--- src/design/bcgd_pkg.sv ---
package bcgd_pkg;

  // number of buttons that have level and feature bits
  localparam int unsigned HW_BUTTONS = 6;
  // button index width used by the lookup functions (up to 16 buttons)
  localparam int unsigned IDX_W = 4;

  // reset values of the configuration registers
  localparam logic [15:0] DEBOUNCE_RST = 16'd50;
  localparam logic [15:0] LONG_RST     = 16'd800;
  localparam logic [15:0] DOUBLE_RST   = 16'd300;
  localparam logic [17:0] FEAT_RST     = 18'h3FFFF;

  typedef enum logic [1:0] {
    CFG_DEBOUNCE = 2'd0,
    CFG_LONG     = 2'd1,
    CFG_DOUBLE   = 2'd2,
    CFG_FEATURES = 2'd3
  } cfg_idx_t;

  typedef enum logic [1:0] {
    EV_PRESS  = 2'd0,
    EV_CLICK  = 2'd1,
    EV_DOUBLE = 2'd2,
    EV_LONG   = 2'd3
  } ev_kind_t;

  // feature bit positions within one button's three bits
  localparam int unsigned FEAT_SINGLE = 0;
  localparam int unsigned FEAT_DBL    = 1;
  localparam int unsigned FEAT_LNG    = 2;

  typedef enum logic [2:0] {
    ST_IDLE,
    ST_READ,
    ST_DEB,
    ST_TAIL,
    ST_EMIT,
    ST_FLUSH
  } state_t;

  typedef struct packed {
    logic [15:0] debounce_ms;
    logic [15:0] long_press_ms;
    logic [15:0] double_click_ms;
    logic [17:0] feature_masks;
  } cfg_t;

  typedef struct packed {
    logic [31:0] now_ms;
    logic [5:0]  pressed_levels;
    logic        pin_change;
  } in_t;

  typedef struct packed {
    logic [2:0] button_index;
    logic [1:0] event_kind;
    logic       last_event;
  } out_t;

  // one button's stored state
  typedef struct packed {
    logic        stable_level;
    logic        prior_stable_level;
    logic [31:0] change_stamp;
    logic [31:0] press_stamp;
    logic        long_fired;
    logic        click_waiting;
    logic [31:0] click_stamp;
  } btn_state_t;

  typedef struct packed {
    logic     vld;
    ev_kind_t kind;
  } ev_t;

  // sequencer to emitter: one event or the end-of-pass flush
  typedef struct packed {
    logic       vld;
    logic       flush;
    logic [2:0] idx;
    ev_kind_t   kind;
  } push_t;

  function automatic logic [2:0] feat_of(input logic [17:0] m, input logic [IDX_W-1:0] i);
    logic [2:0] f;
    unique case (i)
      4'd0:    f = m[2:0];
      4'd1:    f = m[5:3];
      4'd2:    f = m[8:6];
      4'd3:    f = m[11:9];
      4'd4:    f = m[14:12];
      4'd5:    f = m[17:15];
      default: f = 3'd0;
    endcase
    return f;
  endfunction

  function automatic logic phys_of(input logic [5:0] lv, input logic [IDX_W-1:0] i);
    logic p;
    p = (i < IDX_W'(HW_BUTTONS)) ? lv[i[2:0]] : 1'b0;
    return p;
  endfunction

endpackage

--- src/design/bcgd_ram.sv ---
module bcgd_ram #(
  parameter int unsigned WIDTH = 8,
  parameter int unsigned DEPTH = 4
) (
  input  logic                                    clk,
  input  logic                                    we,
  input  logic [(DEPTH > 1 ? $clog2(DEPTH) : 1)-1:0] waddr,
  input  logic [WIDTH-1:0]                        wdata,
  input  logic                                    re,
  input  logic [(DEPTH > 1 ? $clog2(DEPTH) : 1)-1:0] raddr,
  output logic [WIDTH-1:0]                        rdata
);

  logic [WIDTH-1:0] mem_r [DEPTH];
  logic [WIDTH-1:0] rdata_r;

  // one write port, one registered read port
  always_ff @(posedge clk) begin
    if (we) begin
      mem_r[waddr] <= wdata;
    end
    if (re) begin
      rdata_r <= mem_r[raddr];
    end
  end

  assign rdata = rdata_r;

endmodule

--- src/design/bcgd_eval.sv ---
module bcgd_eval (
  input  bcgd_pkg::cfg_t       cfg,
  input  logic [31:0]          now,
  input  logic                 irq,
  input  logic                 phys,
  input  logic [2:0]           feat,
  input  bcgd_pkg::btn_state_t cur,
  input  bcgd_pkg::btn_state_t upd,
  output bcgd_pkg::btn_state_t deb_st,
  output bcgd_pkg::ev_t        deb_ev,
  output bcgd_pkg::btn_state_t tail_st,
  output bcgd_pkg::ev_t        long_ev,
  output bcgd_pkg::ev_t        to_ev
);

  logic [31:0] d_chg;
  logic [31:0] d_clk_deb;
  logic [31:0] d_press;
  logic [31:0] d_clk_tail;
  logic        take;

  assign d_chg      = now - cur.change_stamp;
  assign d_clk_deb  = now - cur.click_stamp;
  assign d_press    = now - upd.press_stamp;
  assign d_clk_tail = now - upd.click_stamp;

  // debounced level change and the press / release event it gives
  always_comb begin
    take   = irq && (feat != 3'd0) && (phys != cur.stable_level) &&
             (d_chg >= {16'd0, cfg.debounce_ms});
    deb_st = cur;
    deb_ev = '0;
    if (take) begin
      deb_st.prior_stable_level = cur.stable_level;
      deb_st.stable_level       = phys;
      deb_st.change_stamp       = now;
      if (phys) begin
        // prior level is always released here, so a press always fires
        deb_st.press_stamp = now;
        deb_st.long_fired  = 1'b0;
        deb_ev.vld         = 1'b1;
        deb_ev.kind        = bcgd_pkg::EV_PRESS;
      end else if (cur.long_fired) begin
        deb_st.long_fired    = 1'b0;
        deb_st.click_waiting = 1'b0;
      end else if (feat[bcgd_pkg::FEAT_DBL]) begin
        if (cur.click_waiting && (d_clk_deb <= {16'd0, cfg.double_click_ms})) begin
          deb_st.click_waiting = 1'b0;
          deb_ev.vld           = 1'b1;
          deb_ev.kind          = bcgd_pkg::EV_DOUBLE;
        end else begin
          deb_st.click_waiting = 1'b1;
          deb_st.click_stamp   = now;
        end
      end else if (feat[bcgd_pkg::FEAT_SINGLE]) begin
        deb_ev.vld  = 1'b1;
        deb_ev.kind = bcgd_pkg::EV_CLICK;
      end
    end
  end

  // long press, then double-click window timeout
  always_comb begin
    tail_st = upd;
    long_ev = '0;
    to_ev   = '0;
    if (feat[bcgd_pkg::FEAT_LNG] && upd.stable_level && !upd.long_fired &&
        (d_press >= {16'd0, cfg.long_press_ms})) begin
      tail_st.long_fired    = 1'b1;
      tail_st.click_waiting = 1'b0;
      long_ev.vld           = 1'b1;
      long_ev.kind          = bcgd_pkg::EV_LONG;
    end
    if (feat[bcgd_pkg::FEAT_DBL] && tail_st.click_waiting && !tail_st.long_fired &&
        (d_clk_tail >= {16'd0, cfg.double_click_ms})) begin
      tail_st.click_waiting = 1'b0;
      to_ev.vld             = feat[bcgd_pkg::FEAT_SINGLE];
      to_ev.kind            = bcgd_pkg::EV_CLICK;
    end
  end

endmodule

--- src/design/bcgd_emit.sv ---
module bcgd_emit (
  input  logic            clk,
  input  logic            rst_n,
  input  bcgd_pkg::push_t push,
  output logic            push_ready,
  output logic            out_valid,
  input  logic            out_ready,
  output bcgd_pkg::out_t  out_data
);

  logic              out_valid_r;
  bcgd_pkg::out_t    out_data_r;
  logic              hold_v_r;
  logic [2:0]        hold_idx_r;
  bcgd_pkg::ev_kind_t hold_kind_r;
  logic              out_free;
  logic              send;

  // one event is held back until we know whether it closes the pass
  assign out_free   = !out_valid_r || out_ready;
  assign push_ready = !hold_v_r || out_free;
  assign send       = push.vld && hold_v_r && out_free;

  always_ff @(posedge clk) begin
    if (!rst_n) begin
      out_valid_r <= 1'b0;
      hold_v_r    <= 1'b0;
    end else begin
      if (send) begin
        out_valid_r <= 1'b1;
      end else if (out_ready) begin
        out_valid_r <= 1'b0;
      end
      if (push.vld && push_ready) begin
        hold_v_r <= !push.flush;
      end
    end
  end

  // payload of the output beat and of the held event
  always_ff @(posedge clk) begin
    if (send) begin
      out_data_r.button_index <= hold_idx_r;
      out_data_r.event_kind   <= hold_kind_r;
      out_data_r.last_event   <= push.flush;
    end
    if (push.vld && push_ready && !push.flush) begin
      hold_idx_r  <= push.idx;
      hold_kind_r <= push.kind;
    end
  end

  assign out_valid = out_valid_r;
  assign out_data  = out_data_r;

endmodule

--- src/design/button_click_gesture_detector_unit.sv ---
// Passes: buttons are visited one at a time, each through the states READ (state RAM read),
// DEB (debounce), TAIL (long/timeout + write-back) and EMIT (emit its events), then FLUSH.
// A new input is taken only once the pass is back in IDLE, set by the one-button-at-a-time
// read-modify-write of the per-button state RAM; output stalls lengthen a pass.
// Reset (rst_n, synchronous, active low): configuration returns to its defaults and
// every button's state reads as zero through per-entry valid bits; no clearing pass.
module button_click_gesture_detector_unit #(
  parameter int unsigned NUM_BUTTONS = 6
) (
  input  logic            clk,
  input  logic            rst_n,
  input  logic            in_valid,
  output logic            in_ready,
  input  bcgd_pkg::in_t   in_data,
  output logic            out_valid,
  input  logic            out_ready,
  output bcgd_pkg::out_t  out_data,
  input  logic            cfg_we,
  input  logic [1:0]      cfg_idx,
  input  logic [17:0]     cfg_wdata
);

  localparam int unsigned BTN_W = (NUM_BUTTONS > 1) ? $clog2(NUM_BUTTONS) : 1;
  localparam int unsigned ST_W  = $bits(bcgd_pkg::btn_state_t);

  bcgd_pkg::cfg_t       cfg_r;
  bcgd_pkg::state_t     state_r, state_nxt;
  logic [BTN_W-1:0]     btn_r, btn_nxt;
  bcgd_pkg::in_t        in_r;
  logic [NUM_BUTTONS-1:0] vld_r;
  logic                 vld_q_r;
  bcgd_pkg::btn_state_t ent_r, ent_nxt;
  bcgd_pkg::ev_t [2:0]  evq_r, evq_nxt;

  logic                 ram_re;
  logic                 ram_we;
  logic [ST_W-1:0]      ram_rdata;
  bcgd_pkg::btn_state_t cur;
  bcgd_pkg::btn_state_t deb_st;
  bcgd_pkg::btn_state_t tail_st;
  bcgd_pkg::ev_t        deb_ev;
  bcgd_pkg::ev_t        long_ev;
  bcgd_pkg::ev_t        to_ev;
  logic [bcgd_pkg::IDX_W-1:0] btn_ix;
  logic [2:0]           feat;
  logic                 phys;
  logic                 last_btn;
  bcgd_pkg::push_t      push;
  logic                 push_ready;

  // configuration registers
  always_ff @(posedge clk) begin
    if (!rst_n) begin
      cfg_r.debounce_ms     <= bcgd_pkg::DEBOUNCE_RST;
      cfg_r.long_press_ms   <= bcgd_pkg::LONG_RST;
      cfg_r.double_click_ms <= bcgd_pkg::DOUBLE_RST;
      cfg_r.feature_masks   <= bcgd_pkg::FEAT_RST;
    end else if (cfg_we) begin
      unique case (bcgd_pkg::cfg_idx_t'(cfg_idx))
        bcgd_pkg::CFG_DEBOUNCE: cfg_r.debounce_ms     <= cfg_wdata[15:0];
        bcgd_pkg::CFG_LONG:     cfg_r.long_press_ms   <= cfg_wdata[15:0];
        bcgd_pkg::CFG_DOUBLE:   cfg_r.double_click_ms <= cfg_wdata[15:0];
        bcgd_pkg::CFG_FEATURES: cfg_r.feature_masks   <= cfg_wdata;
      endcase
    end
  end

  // per-button state memory
  bcgd_ram #(
    .WIDTH (ST_W),
    .DEPTH (NUM_BUTTONS)
  ) u_state_ram (
    .clk   (clk),
    .we    (ram_we),
    .waddr (btn_r),
    .wdata (tail_st),
    .re    (ram_re),
    .raddr (btn_r),
    .rdata (ram_rdata)
  );

  // never-written entries read as the reset state
  assign cur      = vld_q_r ? bcgd_pkg::btn_state_t'(ram_rdata) : '0;
  assign btn_ix   = bcgd_pkg::IDX_W'(btn_r);
  assign feat     = bcgd_pkg::feat_of(cfg_r.feature_masks, btn_ix);
  assign phys     = bcgd_pkg::phys_of(in_r.pressed_levels, btn_ix);
  assign last_btn = (btn_r == BTN_W'(NUM_BUTTONS - 1));

  bcgd_eval u_eval (
    .cfg     (cfg_r),
    .now     (in_r.now_ms),
    .irq     (in_r.pin_change),
    .phys    (phys),
    .feat    (feat),
    .cur     (cur),
    .upd     (ent_r),
    .deb_st  (deb_st),
    .deb_ev  (deb_ev),
    .tail_st (tail_st),
    .long_ev (long_ev),
    .to_ev   (to_ev)
  );

  bcgd_emit u_emit (
    .clk        (clk),
    .rst_n      (rst_n),
    .push       (push),
    .push_ready (push_ready),
    .out_valid  (out_valid),
    .out_ready  (out_ready),
    .out_data   (out_data)
  );

  // sequencer state
  always_ff @(posedge clk) begin
    if (!rst_n) begin
      state_r <= bcgd_pkg::ST_IDLE;
      btn_r   <= '0;
      evq_r   <= '0;
      vld_r   <= '0;
      vld_q_r <= 1'b0;
    end else begin
      state_r <= state_nxt;
      btn_r   <= btn_nxt;
      evq_r   <= evq_nxt;
      if (ram_we) begin
        vld_r[btn_r] <= 1'b1;
      end
      if (ram_re) begin
        vld_q_r <= vld_r[btn_r];
      end
    end
  end

  // pass inputs and the debounced entry
  always_ff @(posedge clk) begin
    if (in_valid && in_ready) begin
      in_r <= in_data;
    end
    ent_r <= ent_nxt;
  end

  // next state and outputs
  always_comb begin
    state_nxt = state_r;
    btn_nxt   = btn_r;
    evq_nxt   = evq_r;
    ent_nxt   = ent_r;
    in_ready  = 1'b0;
    ram_re    = 1'b0;
    ram_we    = 1'b0;
    push      = '0;
    push.idx  = 3'(btn_ix);
    unique case (state_r)
      bcgd_pkg::ST_IDLE: begin
        in_ready = 1'b1;
        if (in_valid) begin
          btn_nxt   = '0;
          state_nxt = bcgd_pkg::ST_READ;
        end
      end
      bcgd_pkg::ST_READ: begin
        ram_re    = 1'b1;
        state_nxt = bcgd_pkg::ST_DEB;
      end
      bcgd_pkg::ST_DEB: begin
        ent_nxt    = deb_st;
        evq_nxt[0] = deb_ev;
        evq_nxt[1] = '0;
        evq_nxt[2] = '0;
        state_nxt  = bcgd_pkg::ST_TAIL;
      end
      bcgd_pkg::ST_TAIL: begin
        ram_we     = 1'b1;
        evq_nxt[1] = long_ev;
        evq_nxt[2] = to_ev;
        state_nxt  = bcgd_pkg::ST_EMIT;
      end
      bcgd_pkg::ST_EMIT: begin
        // events of this button in order: press/release, long, timeout
        if (evq_r[0].vld) begin
          push.vld  = 1'b1;
          push.kind = evq_r[0].kind;
          if (push_ready) evq_nxt[0].vld = 1'b0;
        end else if (evq_r[1].vld) begin
          push.vld  = 1'b1;
          push.kind = evq_r[1].kind;
          if (push_ready) evq_nxt[1].vld = 1'b0;
        end else if (evq_r[2].vld) begin
          push.vld  = 1'b1;
          push.kind = evq_r[2].kind;
          if (push_ready) evq_nxt[2].vld = 1'b0;
        end else if (last_btn) begin
          state_nxt = bcgd_pkg::ST_FLUSH;
        end else begin
          btn_nxt   = btn_r + 1'b1;
          state_nxt = bcgd_pkg::ST_READ;
        end
      end
      bcgd_pkg::ST_FLUSH: begin
        // release the held event, if any, with last_event set
        push.vld   = 1'b1;
        push.flush = 1'b1;
        if (push_ready) state_nxt = bcgd_pkg::ST_IDLE;
      end
      default: state_nxt = bcgd_pkg::ST_IDLE;
    endcase
  end

endmodule

--- config.mk ---
export PLATFORM = sky130hd
export DESIGN_NAME = button_click_gesture_detector_unit
export DESIGN_NICKNAME = d
export VERILOG_FILES = /design/src/design/bcgd_pkg.sv /design/src/design/bcgd_ram.sv /design/src/design/bcgd_eval.sv /design/src/design/bcgd_emit.sv /design/src/design/button_click_gesture_detector_unit.sv
export SDC_FILE = /design/constraint.sdc
export NUM_CORES = 1
export LEC_CHECK = 0
export BUFFER_PORTS_ARGS = -buffer_cell sky130_fd_sc_hd__buf_2
export CAP_MARGIN = 20
export CORE_ASPECT_RATIO = 0.7
export CORE_MARGIN = 8
export CORE_UTILIZATION = 40
export CTS_BUF_LIST = sky130_fd_sc_hd__clkbuf_4
export DETAILED_ROUTE_END_ITERATION = 12
export SYNTH_ARGS = -nofsm -noshare
export SYNTH_HDL_FRONTEND = slang
export SYNTH_SLANG_ARGS = --single-unit
--- constraint.sdc ---
create_clock -name clk -period 26.2 [get_ports clk]
set_clock_uncertainty 0.1 [all_clocks]
set_input_delay 2.62 -clock clk [delete_from_list [all_inputs] [get_ports clk]]
set_output_delay 2.62 -clock clk [all_outputs]
set_load 0.02 [all_outputs]
==> out/metrics.cfg <==
[place]
dpl_worst_slack_ns = 19.85
dp_cells = 4839
hpwl_um = 79200
gp_congestion = 0.999
portBuffers = 71

[timing]
worst_pin_slew_ns = 1.13
relSlewSlack_pct = 23.8
report.final.setup_viol = 0
period_needed_ns = 6.53
finalCritPeriodShare_pct = 24.9
clock.fmax_mhz = 153
drv_slew = 0
holdWs_ns = 0.318
rsz0062_at_grt = no
setup_slack_ns = 19.67
fin_tns_setup_ns = 0
hold_viol = 0

[grt]
antenna_found_initial = 3
grt_pass1_wl_um = 180000
grt_max_degree = 101
grt_overflow_total = 0
gr-usage-all-layers_pct = 19.6
grt_pass1_vias = 27900

[synth]
ys.flop_type = edfxtp_1
async_reset_ff_share_pct = 0
ys_warn_count = 0
synth_nets = 3703
seq_area_frac_synth_pct = 61.4
synth_cells = 3442
ys_ff_latch = 930
synth_edf_count = 842
synth-simple-area-share_pct = 9.19
synthAdderAreaFrac_pct = 5.67
synth_area_mm2 = 0.0440
synth.area.mux_share_pct = 8.59
synth_top_family_by_area = compound AO/OA/AOI/OAI gates
synthDistinctLibCells = 80
synth_compound_area_share_pct = 10.4
synth-xor-area-share_pct = 1.75
avgSynthCellArea_um2 = 12.8

[routing]
wl_um = 121000
drt_iter0_markers = 3200
wl_per_cell_um = 23.2
via_count = 29400
postRouteAntennaNets = 0
vias_per_cell = 5.62
drcViolationCount = 0
first_pass_iters = 7

[run]
drv_cap = 0

[clock_network]
post_cts_resized = 0
clk_pin_slew_ns = 0.07
cts_setup_buffers = 0
cts_root_buf = clkbuf_4
cts_max_level = 4
postCtsHoldBufs = 0
cts_buffers = 211
cts_tree = built
cts_sinks = 930
clock_latency_ns = 1.10
cts_buffer_depth = 3

[setup_path]
cp-end-kind = flop
cp-start-kind = flop
cp_slowest_stage_delay_ns = 0.82
crit_type = reg2reg
cpLargestDelayFamily = simple AND/OR/NAND/NOR gates
cp.buffers_inverters = 1
cp_cell_sequence = nand2_1 -> ha_1 -> o211ai_1 -> a21oi_1 -> o21ai_0 -> and2_1 -> o21ai_0 -> a31oi_1 -> xnor2_1 -> ha_1 -> a222oi_1 -> o311ai_0 -> nor4_1 -> nand4_1 -> nor4_1 -> and4b_1 -> nand4_1 -> nand3_1 -> nor2_4 -> buf_4 -> mux2_2
cp_max_fo = 42
cp_slowest_cell = o21ai_0
worstPathArrival_ns = 7.26
cp.required_ns = 26.93

[die]
die_area_mm2 = 0.121
core_area_mm2 = 0.110
placementRows = 102
io_pins = 72
start_util_pct = 40.1
dieWidth_um = 413
fp.dieH_um = 294

[final_layout]
multi_input_area_mm2 = 0.0158
seq_area_mm2 = 0.0271
fin_nets = 3858
fill_cells = 10100
areaGrowthSynthToFinish_pct = 10.9
drive_gt1_share_pct = 15.8
final_cells = 5232

[power]
p_total_uw = 3490
p_leak_uw = 0.0168
p_per_area_mw_per_mm2 = 71.5
peakVddDrop_mv = 0.0422

[min_path]
hold_path_class = reg2reg

[run_status]
outcome = finished, final reports clean

final cells by class:
type | count | share of cell area [%]
Sequential cell | 930 | 55.4
Multi-Input combinational cell | 2171 | 32.3
Clock buffer | 319 | 4.90
Tap cell | 1456 | 3.73
Inverter | 175 | 1.36
Timing Repair Buffer | 108 | 1.35
Clock inverter | 64 | 0.933
Antenna cell | 9 | 0.0461
cell usage after synthesis, types with 15 or more instances:
master / count / area, um^2
or3_1: 15 / 93.8
o211ai_1: 36 / 270
and2_1: 19 / 119
nand2b_1: 20 / 125
mux4_2: 101 / 2270
and3_1: 16 / 100
buf_1: 30 / 113
nand2_1: 423 / 1590
nand3_1: 131 / 656
a211oi_1: 33 / 248
xnor2_1: 56 / 490
a21o_1: 48 / 360
a31oi_1: 18 / 113
ha_1: 193 / 2410
a21oi_1: 205 / 1030
o21ai_0: 260 / 1300
nand4_1: 42 / 263
edfxtp_1: 842 / 25300
dfxtp_1: 88 / 1760
nor3_1: 39 / 195
mux2i_1: 143 / 1430
xor2_1: 32 / 280
inv_1: 174 / 653
nor4_1: 19 / 119
clkbuf_1: 130 / 488
nor2_1: 116 / 435
o21a_1: 19 / 143
metrics by stage:
stage                     cell area [um^2]  utilization [%]
final                                48800             44.4
after global routing                 48800             44.4
after CTS                            48800             44.4
after detailed placement             46000             41.8
after global placement               46000             41.8
after floorplan                      44000                -
sequential cells by signal, indices dropped and copies added, names as in the netlist:
signal / count
u_emit.hold_idx_r: 3
in_r: 39
u_emit.hold_v_r: 1
u_state_ram.rdata: 99
u_emit.out_valid: 1
cfg_r: 66
u_state_ram.mem_r: 594
evq_r: 7
ent_r: 99
btn_r: 3
state_r: 3
u_emit.out_data: 6
vld_r: 6
vld_q_r: 1
u_emit.hold_kind_r: 2
power by group:
part	internal, uW	total (uW)	switching, uW
Sequential	1680	1740	58.3
Clock	618	1200	583
Combinational	191	551	359
Total	2490	3490	1000
metal layers:
layer	track usage (%)	vias to the layer above	routed length [um]
li1	-	13500	-
met1	29.4	14500	57600
met2	27.8	1203	50800
met3	5.25	132	10500
met4	5.76	0	2350
met5	0	-	0
cells by family after synthesis:
| family | count (synthesis) |
|---|---|
| AOI/OAI and AO/OA | 748 |
| and+or+nand+nor | 887 |
| muxes | 251 |
| DFF | 930 |
| buffers and inverters | 341 |
| adders and majority gates | 197 |
| xor gates and xnor gates | 88 |
worst paths after layout:
check,start,endpoint,slack (ns),cells after the start
max reg2reg,vld_q_r$_SDFFE_PN0P_,ent_r[0]$_DFFE_PP_,19.67,21
max,vld_q_r$_SDFFE_PN0P_,ent_r[0]$_DFFE_PP_,19.67,21
min,u_emit.hold_kind_r[0]$_SDFFCE_PN0P_,u_emit.out_data[1]$_DFFE_PP_,0.32,0
min reg2reg,u_emit.hold_kind_r[0]$_SDFFCE_PN0P_,u_emit.out_data[1]$_DFFE_PP_,0.32,0
layout by cell type, fill, tap and decap left out, types with 36 or more instances in the layout:
cell,instances
edfxtp_1,842
buf_2,71
a21oi_1,205
nor2_1,115
dfxtp_1,85
ha_1,193
clkbuf_4,320
inv_1,172
nand3_1,130
a21o_1,48
mux4_2,101
xnor2_1,56
nand2_1,423
o21ai_0,260
clkinv_1,39
o211ai_1,36
mux2i_1,143
nor3_1,36
nand4_1,42
No activity file was read; power rests on OpenSTA's default activity.
